**config.mk**
```make
export PLATFORM = sky130hd
export DESIGN_NAME = signed_int_to_decimal_ascii
export DESIGN_NICKNAME = d
export VERILOG_FILES = /design/src/rtl/core/sidec_pkg.sv /design/src/rtl/core/signed_int_to_decimal_ascii.sv
export SDC_FILE = /design/constraint.sdc
export NUM_CORES = 1
export LEC_CHECK = 0
export BUFFER_PORTS_ARGS = -buffer_cell sky130_fd_sc_hd__buf_2
export CAP_MARGIN = 10
export CORE_UTILIZATION = 50
export DETAILED_ROUTE_END_ITERATION = 6
export GPL_TIMING_DRIVEN = 0
export PLACE_DENSITY_LB_ADDON = 0.2
export REMOVE_ABC_BUFFERS = 1
export SLEW_MARGIN = 30
export SYNTH_ARGS = -nofsm -noshare
export SYNTH_HDL_FRONTEND = slang
export SYNTH_SLANG_ARGS = --single-unit
```
**constraint.sdc**
```tcl
create_clock -name clk -period 6.2 [get_ports clk]
set_input_delay 1.24 -clock clk [delete_from_list [all_inputs] [get_ports clk]]
set_output_delay 1.24 -clock clk [all_outputs]
set_load 0.005 [all_outputs]
```
**src/rtl/core/sidec_pkg.sv**
```systemverilog
// sidec_pkg: widths and character codes for the signed decimal text converter.
// No dependencies; imported by signed_int_to_decimal_ascii.
package sidec_pkg;

  localparam int unsigned NUM_W    = 32;  // input integer width
  localparam int unsigned NDIGITS  = 10;  // decimal digits of a 32-bit magnitude
  localparam int unsigned BCD_W    = 4 * NDIGITS;
  localparam int unsigned CHAR_W   = 6;
  localparam int unsigned OUT_TD_W = 8;   // character padded to a byte

  localparam logic [CHAR_W-1:0] ASCII_ZERO  = 6'd48;
  localparam logic [CHAR_W-1:0] ASCII_MINUS = 6'd45;

  typedef logic [3:0] bcd_digit_t;

endpackage

```
**src/rtl/core/signed_int_to_decimal_ascii.sv**
```systemverilog
// signed_int_to_decimal_ascii: signed 32-bit integer to decimal ASCII text stream.
// Depends on sidec_pkg (widths, ASCII codes).
//
// Each input word is a signed 32-bit integer; the block sends its decimal text one
// character per output word, most significant digit first, no leading zeros, with
// a leading '-' for negative values and a single '0' for zero. The final character
// of a run carries tlast. -2147483648 gives "-2147483648". One number is worked on
// at a time: it is loaded, converted by bit-serial shift-and-add-3 over all 32 bits,
// stripped of leading zero digits one at a time, then its characters are sent one
// by one, each once the sink has room. Dropped and sent digits always add up to ten.
// With an always-ready sink, most of the time spent on a number goes to the
// bit-serial BCD conversion loop; stalls by the sink lengthen it. The next number
// is accepted as soon as the last character is in the output register, even while
// it waits to be taken.
module signed_int_to_decimal_ascii
  import sidec_pkg::*;
(
  input  logic                clk,
  input  logic                rst_n,
  input  logic                in_tvalid,
  output logic                in_tready,
  input  logic [NUM_W-1:0]    in_tdata,   // [31:0] number
  output logic                out_tvalid,
  input  logic                out_tready,
  output logic [OUT_TD_W-1:0] out_tdata,  // [5:0] character, [7:6] zero
  output logic                out_tlast   // last
);

  typedef enum logic [1:0] {ST_IDLE, ST_CONV, ST_SKIP, ST_EMIT} state_t;

  state_t            state_r, state_nxt;
  logic [NUM_W-1:0]  mag_r, mag_nxt;
  logic [BCD_W-1:0]  bcd_r, bcd_nxt;
  logic [4:0]        bit_cnt_r, bit_cnt_nxt;
  logic [3:0]        dig_cnt_r, dig_cnt_nxt;  // digits still held in bcd_r
  logic              sign_r, sign_nxt;
  logic              ovalid_r, ovalid_nxt;
  logic [CHAR_W-1:0] ochar_r, ochar_nxt;
  logic              olast_r, olast_nxt;

  logic [BCD_W-1:0]  bcd_adj;
  logic              slot_free;
  bcd_digit_t        top_digit;

  assign in_tready  = (state_r == ST_IDLE);
  assign out_tvalid = ovalid_r;
  assign out_tdata  = {{(OUT_TD_W-CHAR_W){1'b0}}, ochar_r};
  assign out_tlast  = olast_r;

  assign slot_free = !ovalid_r || out_tready;
  assign top_digit = bcd_r[BCD_W-1 -: 4];

  // add 3 to every digit of 5 or more before the shift
  always_comb begin
    for (int d = 0; d < NDIGITS; d++) begin
      bcd_adj[4*d +: 4] = (bcd_r[4*d +: 4] >= 4'd5) ? bcd_r[4*d +: 4] + 4'd3
                                                    : bcd_r[4*d +: 4];
    end
  end

  always_comb begin
    state_nxt   = state_r;
    mag_nxt     = mag_r;
    bcd_nxt     = bcd_r;
    bit_cnt_nxt = bit_cnt_r;
    dig_cnt_nxt = dig_cnt_r;
    sign_nxt    = sign_r;
    ovalid_nxt  = ovalid_r && !out_tready;
    ochar_nxt   = ochar_r;
    olast_nxt   = olast_r;

    unique case (state_r)
      ST_IDLE: begin
        if (in_tvalid) begin
          // two's complement negate; the most negative value maps to 2^31
          mag_nxt     = in_tdata[NUM_W-1] ? (~in_tdata + 32'd1) : in_tdata;
          sign_nxt    = in_tdata[NUM_W-1];
          bcd_nxt     = '0;
          bit_cnt_nxt = '0;
          state_nxt   = ST_CONV;
        end
      end
      ST_CONV: begin
        bcd_nxt     = {bcd_adj[BCD_W-2:0], mag_r[NUM_W-1]};
        mag_nxt     = {mag_r[NUM_W-2:0], 1'b0};
        bit_cnt_nxt = bit_cnt_r + 5'd1;
        if (bit_cnt_r == 5'(NUM_W-1)) begin
          dig_cnt_nxt = 4'(NDIGITS);
          state_nxt   = ST_SKIP;
        end
      end
      ST_SKIP: begin
        // keep at least one digit so zero prints as '0'
        if (top_digit == 4'd0 && dig_cnt_r > 4'd1) begin
          bcd_nxt     = {bcd_r[BCD_W-5:0], 4'd0};
          dig_cnt_nxt = dig_cnt_r - 4'd1;
        end else begin
          state_nxt = ST_EMIT;
        end
      end
      ST_EMIT: begin
        if (slot_free) begin
          ovalid_nxt = 1'b1;
          if (sign_r) begin
            ochar_nxt = ASCII_MINUS;
            olast_nxt = 1'b0;
            sign_nxt  = 1'b0;
          end else begin
            ochar_nxt   = ASCII_ZERO + {2'b00, top_digit};
            olast_nxt   = (dig_cnt_r == 4'd1);
            bcd_nxt     = {bcd_r[BCD_W-5:0], 4'd0};
            dig_cnt_nxt = dig_cnt_r - 4'd1;
            if (dig_cnt_r == 4'd1) begin
              state_nxt = ST_IDLE;
            end
          end
        end
      end
      default: state_nxt = ST_IDLE;
    endcase
  end

  always_ff @(posedge clk) begin
    if (!rst_n) begin
      state_r   <= ST_IDLE;
      sign_r    <= 1'b0;
      ovalid_r  <= 1'b0;
      bit_cnt_r <= '0;
      dig_cnt_r <= '0;
    end else begin
      state_r   <= state_nxt;
      sign_r    <= sign_nxt;
      ovalid_r  <= ovalid_nxt;
      bit_cnt_r <= bit_cnt_nxt;
      dig_cnt_r <= dig_cnt_nxt;
    end
    mag_r   <= mag_nxt;
    bcd_r   <= bcd_nxt;
    ochar_r <= ochar_nxt;
    olast_r <= olast_nxt;
  end

  // only '-' or a decimal digit ever leaves the block
  a_char_range: assert property (@(posedge clk) disable iff (!rst_n)
    ovalid_r |-> (ochar_r == ASCII_MINUS) ||
                 (ochar_r >= ASCII_ZERO && ochar_r <= ASCII_ZERO + 6'd9))
    else $error("character out of range");

  // a sign is never the end of a run
  a_minus_not_last: assert property (@(posedge clk) disable iff (!rst_n)
    (ovalid_r && ochar_r == ASCII_MINUS) |-> !olast_r)
    else $error("minus sign flagged last");

  // conversion leaves valid BCD in the top digit
  a_bcd_valid: assert property (@(posedge clk) disable iff (!rst_n)
    (state_r == ST_SKIP || state_r == ST_EMIT) |-> (top_digit <= 4'd9))
    else $error("top BCD digit above nine");

  // a run ends with its last character in the output register, flagged last
  a_run_done: assert property (@(posedge clk) disable iff (!rst_n)
    (state_r == ST_EMIT && state_nxt == ST_IDLE) |=> (ovalid_r && olast_r))
    else $error("run ended without last character");

endmodule

```
[Word-level counts from Yosys, hierarchy flattened]
Index checks and enable logic that the tools add are counted.
Word-level totals
  register bits after elaboration: 92
  memories: 0
  input bits: 36
  latch bits: 0
  RAM bits: 0
  memory bits (read-only): 0
Cells by class
  $add $sub $neg: 14
  order comparisons: 11
  multipliers: 0
  mux-type cells: 37
  div/mod/pow operators: 0
  equality and inequality tests: 12
  bitwise operators: 1
  shift operators: 0
  reduce and logical (&&, ||, !) cells: 16
Operators with widths (number)
  40-bit two-way mux: 4
  40-bit one-hot mux with 4 select lines: 1
  32-bit two-way mux: 2
  32-bit one-hot mux with 2 select lines: 1
  4-bit two-way mux: 13
  4-bit by 3-bit greater-or-equal comparator with 1-bit output (second input constant): 10
  4-bit by 2-bit adder with 4-bit output (second input constant): 9
  32-bit by 1-bit adder with 32-bit output (second input constant): 1
  32-bit NOT: 1
  2-bit inequality test (second input constant): 7
  2-bit two-way mux: 6
  4-bit one-hot mux with 3 select lines: 1
  5-bit one-hot mux with 2 select lines: 1
  2-bit one-hot mux with 4 select lines: 1
  5-bit by 5-bit adder with 6-bit output (first input constant): 1
  6-bit AND reduction: 1
  5-bit by 1-bit adder with 5-bit output (second input constant): 1
  5-bit == test (second input constant): 1
  5-bit two-way mux: 1
  5-bit AND reduction: 1
  2-bit == test (second input constant): 2
  4-bit by 1-bit == test with 1-bit output (second input constant): 1
  4-bit by 1-bit greater-than comparator with 1-bit output (second input constant): 1
  4-bit logical NOT: 1
  15 further kinds: 22

[Longest topological paths before layout]
  depth in word-level cells: 5
  mapped depth: 8
  depth with buffers taken out: 8

[Worst setup path before layout]
Ideal clock, no wire load.
  kind: in2reg
  from: in out_tready
  to: reg bcd_r[0] (enable)
  setup time: 498 ps
  path buffers: 0
  setup slack: 1167 ps
  arrival time: 4535 ps
  stages on the path: 3
  data required time: 5702 ps
  cell sequence: nor2b_1 > o21a_1 > a211oi_1
On the way
  longest elaborated chain between the ends: 3
RTL lines
  start, declared: line signed_int_to_decimal_ascii.sv:24  | input logic out_tready,
  1-bit logical OR: line signed_int_to_decimal_ascii.sv:50  | assign slot_free = !ovalid_r || out_tready;
  2-bit inequality test (no source line)
  4-bit AND reduction (no source line)
  end signal, assigned: line signed_int_to_decimal_ascii.sv:138  | bcd_r <= bcd_nxt;
  end, declared: line signed_int_to_decimal_ascii.sv:33  | logic [BCD_W-1:0] bcd_r, bcd_nxt;
No other way between the ends.
A chain may end at the register's enable or synchronous reset.

[Worst setup path in the final report]
  from: in in_tdata[20]
  to: reg mag_r[26] (data pin)
On the way
  longest elaborated chain between the ends: 5
RTL lines
  start, declared: line signed_int_to_decimal_ascii.sv:22  | input logic [NUM_W-1:0] in_tdata,
  32-bit NOT: line signed_int_to_decimal_ascii.sv:76  | mag_nxt = in_tdata[NUM_W-1] ? (~in_tdata + 32'd1) : in_tdata;
  32-bit by 1-bit adder with 32-bit output: line signed_int_to_decimal_ascii.sv:76
  32-bit two-way mux: line signed_int_to_decimal_ascii.sv:76
  32-bit two-way mux: line signed_int_to_decimal_ascii.sv:74  | if (in_tvalid) begin
  32-bit one-hot mux with 2 select lines: line signed_int_to_decimal_ascii.sv:72  | unique case (state_r)
  named net mag_nxt[26]: line signed_int_to_decimal_ascii.sv:32  | logic [NUM_W-1:0] mag_r, mag_nxt;
  end signal, assigned: line signed_int_to_decimal_ascii.sv:137  | mag_r <= mag_nxt;
  end, declared: line signed_int_to_decimal_ascii.sv:32
The timed path passes the listed nets, and every way through them passes these cells. The select of a mux whose other input is x is not followed.

==> impl_metrics.py <==
metrics = {
    "hold_path": {
        "min_to": "state_r[1]",
        "hp-class": "reg -> reg",
        "hp-start": "state_r[1]",
        "hold_depth": 2,
    },
    "route": {
        "first_pass_iters": 5,
        "drt_iter0_drc": 173,
        "drt.antenna.violating_nets": 0,
        "wl_um": 10400,
        "drc_errors": 0,
        "wl_per_cell_um": 13.8,
        "vias": 4185,
        "via_per_inst": 5.53,
    },
    "timing": {
        "finalHoldViolCount": 0,
        "fin_ws_ns": 3.31,
        "timing.fmax_mhz": 346,
        "rsz0062_at_grt": "false",
        "tightest_slew_ns": 0.807,
        "holdWs_ns": 0.514,
        "final-setup-viol-count": 0,
        "slew_headroom": 0.454,
        "min_period_over_period": 0.466,
        "period_minus_slack_ns": 2.89,
        "slew_viol_final": 0,
        "setup_tns_ns": 0,
        "skew_ns": 0.00777,
    },
    "floorplanning": {
        "die-height_um": 108,
        "fp-row-count": 38,
        "core_area_um2": 10800,
        "die-area_um2": 11600,
        "die_w_um": 108,
        "io_pins": 47,
        "initial_core_util": 0.514,
    },
    "grt": {
        "gr-total-overflow": 0,
        "grt_pass1_vias": 3991,
        "grt_antenna_before_repair": 0,
        "track_usage": 0.193,
        "grt_start_max_net_pins": 44,
        "grt_pass1_wl_um": 17800,
    },
    "cts": {
        "clk_pin_slew_ns": 0.09,
        "cts_buffer_depth": 2,
        "ctsHoldBuffers": 0,
        "worstSkewPairLatency_ns": 0.36,
        "numCtsBuffers": 9,
        "cts_setup_buffers": 0,
        "cts_sinks": 91,
        "cts.root.buffer_cell": "clkbuf_8",
        "cts_resized": 0,
        "cts.htree.levels": 3,
        "cts_tree": "built",
    },
    "logic_synthesis": {
        "synth_cell_types": 51,
        "yosys_warnings": 0,
        "yosys-top-cells-area": "edfxtp_1, o21ai_0, ha_1",
        "synth_seq_area_share": 0.468,
        "synthesis.instances": 573,
        "syn_area_um2": 5570,
        "ys_ff_latch": 91,
        "syn_area_per_cell_um2": 9.71,
        "synthArstFlopShare": 0,
        "synth_top_area_share": 0.421,
        "synth_ff_type": "edfxtp_1",
        "synth_common_cells": "edfxtp_1, o21ai_0, nand2_1, a21oi_1, nor2_1",
        "yosysMostFrequentCell": "edfxtp_1",
        "synth_edf_count": 78,
        "yosysTopAreaCell": "edfxtp_1",
    },
    "worst_setup_path": {
        "path_class": "in -> reg",
        "r2r-end": "bcd_r[15]",
        "r2r_start": "dig_cnt_r[0]",
        "end_kind": "register",
        "required_ns": 6.32,
        "r2r_setup_slack_ns": 3.86,
        "ff2ff_path_depth": 7,
        "cp_max_fo": 4,
        "critPathArrivalTime_ns": 3.01,
        "cp-start-kind": "input port",
    },
    "run_status": {
        "status": "complete, no violations",
    },
    "power": {
        "irDropWorstVdd_mv": 0.192,
        "power_density_nw_per_um2": 458,
        "seqPwrFrac": 0.437,
        "p_switching_w": 0.00109,
        "p_comb_frac": 0.410,
        "p_sw_frac": 0.383,
        "clkPwrFrac": 0.153,
        "power.total_w": 0.00285,
        "cellLeakagePower_nw": 2.26,
        "p_int_w": 0.00176,
    },
    "placement": {
        "hpwl_um": 7560,
        "numPortBuffers": 43,
        "gp_congestion": 0.777,
        "pre_cts_slack_ns": 2.94,
    },
    "finish": {
        "syn_to_final_growth_pct": 11.5,
        "final_layout_size_suffix_gt1_frac": 0.136,
        "n_antenna_cell": 0,
        "nFillCells": 949,
        "final_nets": 678,
    },
    "job": {
        "maxCapViolations": 0,
    },
}
[placed cells by master (no fill, tap or decap), types with 5 or more instances in the layout]
cell / instances
nand2_1: 70
edfxtp_1: 78
o21ai_0: 76
a22oi_1: 5
dfxtp_1: 13
xor2_1: 20
nand2b_1: 16
o31ai_1: 16
nor2b_1: 15
a21oi_1: 36
mux2_2: 9
ha_1: 29
clkbuf_8: 9
xnor2_1: 22
inv_1: 30
nor2_1: 33
nor3b_1: 15
buf_2: 43
nand3_1: 5
nand4_1: 6
[logic make-up (layout without fill, tap and decap cells)]
family                     count (synthesis)  count (layout)  share of synthesized area
DFF                                       91              91                      0.468
muxes                                     12              12                     0.0236
AOI/OAI and AO/OA                        159             159                      0.169
buffers and inverters                     54              97                     0.0384
xor gates and xnor gates                  42              42                     0.0661
adders and majority gates                 30              30                     0.0674
other                                      2               3                    0.00135
and+or+nand+nor                          183             183                      0.166
[registers in the layout, summed over array words and instances, names as in the netlist]
| signal | cells |
|---|---|
| bcd_r | 40 |
| bit_cnt_r | 5 |
| dig_cnt_r | 4 |
| mag_r | 32 |
| ochar_r | 5 |
| out_tlast | 1 |
| out_tvalid | 1 |
| sign_r | 1 |
| state_r | 2 |
[power by group through the flow]
stage | clock network, W | registers (W) | logic [W]
floorplan | 0 | 0.00122 | 0.000836
global placement | 0 | 0.00127 | 0.00103
detailed placement | 0 | 0.00126 | 0.00117
CTS | 0.000448 | 0.00125 | 0.00118
global route | 0.000464 | 0.00128 | 0.00133
finish | 0.000435 | 0.00124 | 0.00117
[worst max path at each step]
stage	from	endpoint	slack [ns]
global route	in_tdata[20]	mag_r[26]	3.16
floorplan	out_tready	bcd_r[0]	1.17
global placement	out_tready	bcd_r[23]	-0.42
CTS	in_tdata[20]	mag_r[26]	3.36
detailed placement	in_tdata[20]	mag_r[26]	2.94
finish	in_tdata[20]	mag_r[26]	3.31
[metrics by stage]
stage	instance area (µm²)	std cells	util
after floorplan	5480	552	-
after global placement	5870	735	0.541
after detailed placement	6000	741	0.553
after CTS	6210	757	0.573
after global routing	6210	757	0.573
final	6210	757	0.573
[final cells by class]
| class | instances | area [µm²] | area share |
|---|---|---|---|
| timing repair buffer | 49 | 323 | 0.0520 |
| clock buffer | 10 | 128 | 0.0206 |
| inverter | 32 | 120 | 0.0193 |
| sequential | 91 | 2600 | 0.419 |
| multi-input combinational | 429 | 2780 | 0.448 |
| clock inverter | 6 | 81.3 | 0.0131 |
| tap | 140 | 175 | 0.0282 |
[critical path: stages]
cell and delay, ns:
buf_2 0.12, nor4_1 0.62, nand4_1 0.29, o31ai_1 0.33, xnor2_1 0.14, mux2_2 0.28
[routing by layer]
metal | track usage | vias to the layer above | share of wire
met5 | 0 | - | 0
met4 | 0.0714 | 0 | 0.018
met3 | 0.0315 | 13 | 0.029
met2 | 0.325 | 78 | 0.47
met1 | 0.249 | 1963 | 0.48
li1 | - | 2131 | -
Power figures use the tool's default switching activity.
